## src/rtl/h3126_pkg.sv

```systemverilog
package h3126_pkg;

	localparam int DATA_BITS = 26;
	localparam int CODE_BITS = 31;
	localparam int BYTE_BITS = 8;

	typedef logic [DATA_BITS-1:0] data_word_t;
	typedef logic [CODE_BITS-1:0] codeword_t;
	typedef logic [4:0]           pos_t;

	// codeword positions of data bits, in arrival order
	localparam pos_t DATA_POS [DATA_BITS] = '{
		5'd2,  5'd4,  5'd5,  5'd6,  5'd8,  5'd9,  5'd10, 5'd11, 5'd12,
		5'd13, 5'd14, 5'd16, 5'd17, 5'd18, 5'd19, 5'd20, 5'd21, 5'd22,
		5'd23, 5'd24, 5'd25, 5'd26, 5'd27, 5'd28, 5'd29, 5'd30
	};

	localparam pos_t PAR_POS_0  = 5'd0;
	localparam pos_t PAR_POS_1  = 5'd1;
	localparam pos_t PAR_POS_3  = 5'd3;
	localparam pos_t PAR_POS_7  = 5'd7;
	localparam pos_t PAR_POS_15 = 5'd15;

	localparam codeword_t PAR_MASK_0  = 31'h5555_5555;
	localparam codeword_t PAR_MASK_1  = 31'h6666_6666;
	localparam codeword_t PAR_MASK_3  = 31'h7878_7878;
	localparam codeword_t PAR_MASK_7  = 31'h7F80_7F80;
	localparam codeword_t PAR_MASK_15 = 31'h7FFF_8000;

endpackage

```

## src/rtl/h3126_enc.sv

```systemverilog
module h3126_enc (
	input  h3126_pkg::data_word_t word,
	output h3126_pkg::codeword_t  code
);
	import h3126_pkg::*;

	codeword_t placed;

	always_comb begin
		placed = '0;
		for (int k = 0; k < DATA_BITS; k++) begin
			placed[DATA_POS[k]] = word[DATA_BITS-1-k];
		end
	end

	always_comb begin
		code              = placed;
		code[PAR_POS_0]   = ^(placed & PAR_MASK_0);
		code[PAR_POS_1]   = ^(placed & PAR_MASK_1);
		code[PAR_POS_3]   = ^(placed & PAR_MASK_3);
		code[PAR_POS_7]   = ^(placed & PAR_MASK_7);
		code[PAR_POS_15]  = ^(placed & PAR_MASK_15);
	end

endmodule

```

## src/rtl/hamming_31_26_byte_stream_encoder.sv

```systemverilog
// Hamming (31,26) encoder over a byte stream.
// A codeword is registered into the output register, or into the skid entry while stalled.
// Throughput: one byte per cycle while the skid is empty; gathering and parity are combinational.
// A two-entry output (register plus skid) keeps input flowing for one stalled word.
// Reset (async, active low) empties the gatherer and the output entries.
module hamming_31_26_byte_stream_encoder (
	input  logic                 clk,
	input  logic                 arst_n,
	input  logic                 data_valid,
	output logic                 data_ready,
	input  logic [7:0]           data_byte,
	output logic                 code_valid,
	input  logic                 code_ready,
	output h3126_pkg::codeword_t codeword
);
	import h3126_pkg::*;

	localparam int HELD_BITS = DATA_BITS - 1;
	localparam int COMB_BITS = HELD_BITS + BYTE_BITS;

	logic [HELD_BITS-1:0] gathered_q;
	logic [4:0]           count_q;
	logic                 skid_valid_q;
	codeword_t            skid_q;
	logic                 code_valid_q;
	codeword_t            code_q;

	logic                 accept;
	logic [5:0]           total;
	logic [5:0]           over;
	logic [2:0]           extra;
	logic                 produce;
	logic [COMB_BITS-1:0] combined;
	logic [COMB_BITS-1:0] shifted;
	logic [BYTE_BITS-1:0] rest_mask;
	data_word_t           word;
	codeword_t            new_code;

	assign data_ready = !skid_valid_q;
	assign accept     = data_valid && data_ready;
	assign code_valid = code_valid_q;
	assign codeword   = code_q;

	always_comb begin
		total     = {1'b0, count_q} + 6'(BYTE_BITS);
		over      = total - 6'(DATA_BITS);
		extra     = over[2:0];
		produce   = accept && (total >= 6'(DATA_BITS));
		combined  = {gathered_q, data_byte};
		shifted   = combined >> extra;
		word      = shifted[DATA_BITS-1:0];
		rest_mask = (BYTE_BITS'(1) << extra) - BYTE_BITS'(1);
	end

	h3126_enc u_enc (
		.word (word),
		.code (new_code)
	);

	always_ff @(posedge clk or negedge arst_n) begin
		if (!arst_n) begin
			gathered_q <= '0;
			count_q    <= '0;
		end else if (accept) begin
			if (total >= 6'(DATA_BITS)) begin
				gathered_q <= {{(HELD_BITS-BYTE_BITS){1'b0}}, combined[BYTE_BITS-1:0] & rest_mask};
				count_q    <= {2'b00, extra};
			end else begin
				gathered_q <= combined[HELD_BITS-1:0];
				count_q    <= total[4:0];
			end
		end
	end

	always_ff @(posedge clk or negedge arst_n) begin
		if (!arst_n) begin
			code_valid_q <= 1'b0;
			skid_valid_q <= 1'b0;
		end else if (!code_valid_q || code_ready) begin
			if (skid_valid_q) begin
				code_valid_q <= 1'b1;
				skid_valid_q <= 1'b0;
			end else begin
				code_valid_q <= produce;
			end
		end else if (produce) begin
			skid_valid_q <= 1'b1;
		end
	end

	always_ff @(posedge clk) begin
		if (!code_valid_q || code_ready) begin
			code_q <= skid_valid_q ? skid_q : new_code;
		end else if (produce) begin
			skid_q <= new_code;
		end
	end

endmodule
```

## config.mk

```make
export PLATFORM = sky130hd
export DESIGN_NAME = hamming_31_26_byte_stream_encoder
export DESIGN_NICKNAME = d
export VERILOG_FILES = /design/src/rtl/h3126_pkg.sv /design/src/rtl/h3126_enc.sv /design/src/rtl/hamming_31_26_byte_stream_encoder.sv
export SDC_FILE = /design/constraint.sdc
export NUM_CORES = 1
export LEC_CHECK = 0
export BUFFER_PORTS_ARGS = -buffer_cell sky130_fd_sc_hd__buf_2
export CORE_ASPECT_RATIO = 1.75
export CORE_MARGIN = 1
export CORE_UTILIZATION = 35
export CTS_BUF_LIST = sky130_fd_sc_hd__clkbuf_4
export CTS_CLUSTER_SIZE = 10
export DETAILED_ROUTE_END_ITERATION = 8
export SLEW_MARGIN = 20
export SYNTH_ARGS = -nofsm -noshare
export SYNTH_HDL_FRONTEND = slang
export SYNTH_SLANG_ARGS = --single-unit
```

## constraint.sdc

```tcl
create_clock -name clk -period 4 [get_ports clk]
set_input_delay 0.8 -clock clk [delete_from_list [all_inputs] [get_ports clk]]
set_output_delay 0.8 -clock clk [all_outputs]
set_load 0.05 [all_outputs]
```

==> metrics.md, run 1 <==
| Metric | Value |
|---|---|
| Outcome | `finished clean` |
| Share of cells above drive strength 1 | `approximately 26%` |
| Vias/cell | `4.89` |
| Crit start category | `flop` |
| Drt total wl | `between 8 and 9 mm` |
| Clock Sinks | `slightly above 90` |
| FF-to-FF Start | `count_q[2]` |
| M3 GR Usage | `about 3.2%` |
| Worst Tran Pin Value | `979 ps` |
| Slew HR | `about a third` |
| Number of synthesized flops with an enable pin | `between 60 and 70` |
| Largest net degree at the start of global routing | `35` |
| GR Util met2 | `23.8%` |
| Nets@finish | `between 300 and 400` |
| Core area | `around 13000 sq um` |
| Area occupied by multi-input gates | `1850 sq um` |
| DRT Pass-1 Iters | `4` |
| Achievable Freq | `297 MHz` |
| Cells on worst reg2reg path | `9` |
| Sequential-to-total area share from yosys stat | `~57%` |
| Detailed placement HPWL | `6.45 mm` |
| Post-CTS setup buffers | `0` |
| RSZ-0062 raised after global routing | `no` |
| Port bufs | `44` |
| Worst Setup End Kind | `flop` |
| # hold bufs at CTS | `0` |
| First-pass GRT wire length | `14.7 mm` |
| Post-synth top area cell | `edfxtp_1` |
| CTS tree | `built` |
| Post-CTS resize count | `0` |
| Starting Density | `36.4%` |
| R2R setup slack | `between 600 and 700 ps` |
| DRT antenna net count | `0` |
| Top cell type's share of synthesized area | `40.7%` |
| Syn nets | `roughly 350` |
| Die area | `~14000 sq um` |
| Hold WC Path Type | `in -> async` |
| Antenna violations before repair | `1` |
| Most Crowded Layer GR | `met2` |
| Fin crit share | `84.2%` |
| Max-Cap Viols | `0` |
| Critical path required time | `4210 ps` |
| Seq cells post-synth | `92` |
| Async S/R FF share, synth | `roughly a third` |
| Final setup TNS | `0 ps` |
| Hold Vio Cnt, Final | `0` |
| Fillers | `roughly 1200` |
| CP Data Arrival Time | `3580 ps` |
| FF-to-FF End | `codeword[0]` |
| Post-synth top flop | `edfxtp_1` |
| Die X | `88.4 um` |
| Remaining DRCs | `0` |
| Initial DRC count | `roughly 180` |
| Post-synthesis area per instance | `approximately 14 sq um` |
| Start point of the critical path | `count_q[2]` |
| Layout area overhead | `11.8%` |
| Register Area | `about 2600 sq um` |
| Final setup violation count | `0` |
| Worst skew pair latency | `around 450 ps` |
| Overall die height | `153 um` |
| Clock skew | `~18 ps` |
| Clock root buffer | `clkbuf_4` |
| CP max FO | `22` |
| Global Route Usage Sum | `between 10% and 20%` |
| Post-synthesis instance area | `between 4000 and 5000 sq um` |
| Crit path time final | `~3400 ps` |
| Via count | `approximately 2700` |
| Row Count | `54` |
| Synth unique cells | `26` |
| Vias in the first global route | `around 2600` |
| Largest cells by area after synthesis | `edfxtp_1 (41%), dfrtp_1 (16%), mux4_2 (10%)` |
| Clk buf depth | `2` |
| Remaining Overflow, GRT | `0` |
| # IOs | `45` |
| Worst Setup Path Type | `reg -> reg` |
| Yosys warns | `0` |
| H-tree levels | `3` |
| GR Util met1 | `roughly 18%` |
| WL per Instance | `16.3 um` |
| Slew Limit Fails | `0` |
| Clock Pin Slew Worst Setup and Hold Paths | `about 140 ps` |
| Gpl congestion | `0.799` |
| TritonCTS buffer count | `9` |
| Syn Inst Count | `between 300 and 400` |
[cells in the final DEF, fill, tap and decap left out, types with 3 or more instances in the layout]
cell,count
mux4_1,5
mux4_2,21
xnor2_2,4
ha_1,6
mux2_2,6
clkbuf_4,9
xor2_1,9
buf_4,4
xnor2_1,30
nand2_1,95
o21ai_1,11
edfxtp_1,62
buf_2,44
a22o_1,17
dfrtp_1,30
inv_1,3
xnor3_1,3
[metal layers]
metal / vias up / part of all wire, %
met3: 17 / 2.8
met2: 51 / 53
met1: 1325 / 41
met4: 0 / 3.5
met5: - / 0
li1: 1282 / -
[state kept, by name (all words and copies together), names as in the netlist]
register	count
codeword	31
gathered_q	24
count_q	4
code_valid	1
skid_valid_q	1
skid_q	31
[per-stage QoR]
stage / util [%] / area (sq um) / cells / setup WS, ps / hold WS, ps
after floorplan: - / 4570 / 330 / 529 / 465
after global placement: 39.4 / 4950 / 531 / 749 / 482
after detailed placement: 39.4 / 4950 / 531 / 641 / 495
after CTS: 40.7 / 5110 / 546 / 618 / 376
after global routing: 40.7 / 5110 / 547 / 497 / 379
final: 40.7 / 5110 / 547 / 631 / 381
[layout make-up]
class	instances	share of cell area [%]
antenna	1	0.0489
timing repair buffer	49	5.29
inverter	4	0.294
sequential	92	51.1
clock inverter	6	1.74
clock buffer	9	1.32
tap	168	4.11
multi-input combinational	218	36.1
[kinds of logic (layout without fill, tap and decap cells)]
group           count (synthesis)  after routing  share of synthesized area, %
simple gates                  101            101                          8.37
buf+inv                        20             68                          2.57
compound gates                 33             33                          5.20
fa+ha+maj                       6              6                          1.64
flops                          92             92                          57.1
xor+xnor                       46             46                          10.4
mux                            32             32                          14.7
other cells                     0              1                             0
[worst max-delay path, cell delays in order (launching register included)]
cell     delay (ps)
dfrtp_1         390
inv_1           100
ha_1            510
buf_12          230
mux4_2          580
xor2_1          170
xnor2_1         320
xnor3_1         390
xnor2_1         150
mux2_2          280
[synthesized netlist by cell type, types with 2 or more instances]
master     n
nand2_1   95
edfxtp_1  62
dfrtp_1   30
xnor2_1   30
mux4_2    21
a22o_1    17
o21ai_1   11
clkbuf_1   9
xor2_1     9
ha_1       6
mux2_2     6
mux4_1     5
buf_6      4
nor2_1     4
xnor2_2    4
inv_1      3
xnor3_1    3
a21oi_1    2
o31ai_1    2
[how the worst max path moves through the flow]
stage,end,slack [ps],cells after the start
2_1_floorplan,skid_q[0],530,2
3_3_place_gp,codeword[0],750,9
3_5_place_dp,codeword[0],640,9
4_1_cts,codeword[0],620,9
5_1_grt,codeword[0],500,9
6_report,codeword[0],630,9
Power of run 1 is left out: the tool's default activity adds up to more than one toggle a clock period on the data nets, which glitch-free logic cannot reach.
==> run 2: changes to the inputs <==
--- a/config.mk
+++ b/config.mk
@@ -5,6 +5,7 @@
 export SDC_FILE = /design/constraint.sdc
 export NUM_CORES = 1
 export LEC_CHECK = 0
+export ABC_AREA = 1
 export BUFFER_PORTS_ARGS = -buffer_cell sky130_fd_sc_hd__buf_2
 export CORE_ASPECT_RATIO = 1.75
 export CORE_MARGIN = 1
==> constraint.sdc (replaced) <==
create_clock -name clk -period 2.9 [get_ports clk]
set_input_delay 0.58 -clock clk [delete_from_list [all_inputs] [get_ports clk]]
set_output_delay 0.58 -clock clk [all_outputs]
set_load 0.05 [all_outputs]
==> run 2 against run 1 <==
Net effect: first-iteration DRC count is 15% lower; clock skew fell by 2.9 ps; design area increased by 16%; highest routed layer unchanged.
==> metrics.md, run 2 <==
| Metric | Value |
|---|---|
| DRT Pass-1 Iters | `4 (unchanged)` |
| Post-synth top flop | `edfxtp_1` |
| CP max FO | `31 (+41%)` |
| Slew Limit Fails | `0 (unchanged)` |
| Sequential-to-total area share from yosys stat | `47.9% (-9.3 points)` |
| Yosys warns | `0 (unchanged)` |
| Row Count | `60 (+11%)` |
| Worst Tran Pin Value | `715 ps (-264 ps)` |
| Final instance area | `5940 sq um (+16%)` |
| FF-to-FF Start | `count_q[1]` |
| Clock Sinks | `92 (unchanged)` |
| Slew HR | `52.3% (+18 points)` |
| Most instantiated library cell after synthesis | `nand2_1` |
| Starting Density | `35.6% (-0.74 points)` |
| Placement Cell Area | `5830 sq um (+18%)` |
| Clock root buffer | `clkbuf_4` |
| Clock skew | `14.8 ps (-2.94 ps)` |
| WL per Instance | `13.7 um (-16%)` |
| Initial DRC count | `154 (-15%)` |
| Post-synth top area cell | `edfxtp_1` |
| Async S/R FF share, synth | `32.6% (unchanged)` |
| H-tree levels | `3 (unchanged)` |
| Worst Setup End Kind | `flop` |
| Overall die height | `167 um (+9.1%)` |
| Achievable Freq | `391 MHz (+32%)` |
| Placed cell count | `915 (+72%)` |
| CTS tree | `built` |
| TritonCTS buffer count | `9 (unchanged)` |
| Max-Cap Viols | `0 (unchanged)` |
| Clk buf depth | `2 (unchanged)` |
| RSZ-0062 raised after global routing | `no` |
| Vias/cell | `4.85 (-0.92%)` |
| Largest cells by area after synthesis | `edfxtp_1 (34%), nand2_1 (21%), dfrtp_1 (14%)` |
| Post-synthesis area per instance | `7.79 sq um (-44%)` |
| Core area | `15300 sq um (+22%)` |
| Port bufs | `44 (unchanged)` |
| # IOs | `45 (unchanged)` |
| Remaining Overflow, GRT | `0 (unchanged)` |
| Die area | `16100 sq um (+19%)` |
| Fin crit share | `88.2% (+4.0 points)` |
| Antenna violations before repair | `1 (unchanged)` |
| Number of synthesized flops with an enable pin | `62 (unchanged)` |
| Drt total wl | `12.7 mm (+43%)` |
| Worst Setup Path Type | `reg -> reg` |
| Die X | `96.4 um (+9.1%)` |
| # hold bufs at CTS | `0 (unchanged)` |
| Outcome | `finished clean` |
| Syn Inst Count | `701 (+110%)` |
| First-pass GRT wire length | `21.3 mm (+45%)` |
| Largest net degree at the start of global routing | `58 (+66%)` |
| Post-CTS resize count | `0 (unchanged)` |
| Gpl congestion | `0.852 (+6.7%)` |
| Seq cells post-synth | `92 (unchanged)` |
| Global Route Usage Sum | `17.1% (+2.5 points)` |
| R2R setup slack | `340 ps (-290 ps)` |
| Via count | `4516 (+69%)` |
| Synth unique cells | `30 (+15%)` |
| DRT antenna net count | `0 (unchanged)` |
| Synth cell count leaders | `nand2_1 (312), nand3_1 (83), edfxtp_1 (62)` |
| Fillers | `1664 (+37%)` |
| Clock Pin Slew Worst Setup and Hold Paths | `150 ps (about the same)` |
| Critical path required time | `3120 ps (-1090 ps)` |
| Post-CTS setup buffers | `0 (unchanged)` |
| Final setup TNS | `0 ps (unchanged)` |
| Final setup violation count | `0 (unchanged)` |
| Post-synthesis instance area | `5460 sq um (+19%)` |
| Top cell type's share of synthesized area | `34.1% (-6.6 points)` |
| Detailed placement HPWL | `9.84 mm (+53%)` |
| Nets@finish | `758 (+93%)` |
| Share of cells above drive strength 1 | `15.8% (-10 points)` |
| Hold Vio Cnt, Final | `0 (unchanged)` |
| Hold WC Path Type | `in -> async` |
| Worst hold margin | `150 ps (-231 ps)` |
| Cells on worst reg2reg path | `18 (+9)` |
| Commonest non-fill, non-tap cell in the layout | `nand2_1` |
| Vias in the first global route | `4271 (+62%)` |
| Worst skew pair latency | `450 ps (about the same)` |
| Commonest non-fill, non-tap cells in the layout | `nand2_1 (312), nand3_1 (83), edfxtp_1 (62), inv_1 (46), buf_2 (44)` |
| FF-to-FF End | `skid_q[0]` |
| Crit start category | `flop` |
| Remaining DRCs | `0 (unchanged)` |
| CP Data Arrival Time | `2780 ps (-800 ps)` |
| Layout area overhead | `8.83%` |
| Syn nets | `719 (+110%)` |
| Crit path time final | `2560 ps (-811 ps)` |
| Finished Layout Cells | `932 (+70%)` |
## run 2: changes by cell type after synthesis, sizes merged, moves of 6 or more
cell / before / now
inv: 4 / 55
a22o: 17 / 0
mux2: 6 / 0
nand2: 95 / 335
nand3: 1 / 86
buf: 7 / 18
o21ai: 11 / 62
mux4: 26 / 0
xnor2: 34 / 3
o22ai: 0 / 12
## run 2: per-stage QoR
| stage | utilization (%) | worst slack, ps |
|---|---|---|
| after floorplan | - | 82.1 |
| after global routing | 38.8 | 81.3 |
| final | 38.8 | 342 |
| after CTS | 38.8 | 328 |
| after global placement | 38.0 | 388 |
| after detailed placement | 38.0 | 363 |
## run 2: critical path, cell delays in order, from the launching register on
cell	delay, ps
dfrtp_1	470
inv_8	30
ha_1	360
inv_2	100
buf_12	170
nand3_1	100
nand2_1	140
inv_1	100
nand2_1	80
nand2_1	110
inv_1	70
nand2_1	40
nand2_1	80
inv_1	50
nand2_1	60
nand2_1	90
inv_1	70
nand2_1	50
and2_1	130
## run 2: area by class of cell
type	instances	area, sq um	area share, %
Tap cell	186	233	3.92
Antenna cell	1	2.50	0.0421
Sequential cell	92	2610	44.0
Clock buffer	9	67.6	1.14
Timing Repair Buffer	55	328	5.52
Multi-Input combinational cell	525	2430	41.0
Inverter	57	221	3.73
Clock inverter	7	42.5	0.716
## run 2: routing by layer
metal | up-vias | GRT usage (%) | part of all wire, %
met5 | - | 0 | 0
met4 | 0 | 6.14 | 2.2
met3 | 16 | 2.00 | 1.9
met2 | 57 | 31.0 | 54
met1 | 2074 | 20.2 | 42
li1 | 2369 | - | -
## run 2: cell families after synthesis
group	Yosys count	synth area share (%)
AND/OR/NAND/NOR	431	33.2
flip-flops	92	47.9
buffers and inverters	84	7.61
AO/OA/AOI/OAI	80	8.53
XOR/XNOR	8	1.42
adder cells (fa/ha/maj)	6	1.38
## run 2: how the worst max path moves through the flow
stage | from | to | slack [ps]
after floorplan | code_valid | skid_q[0] | 80
after global placement | count_q[1] | skid_q[0] | 390
after detailed placement | count_q[1] | skid_q[0] | 360
after CTS | count_q[1] | skid_q[0] | 330
after global routing | count_q[2] | skid_q[7] | 80
final | count_q[1] | skid_q[0] | 340
Power of run 2 is left out for the same reason.
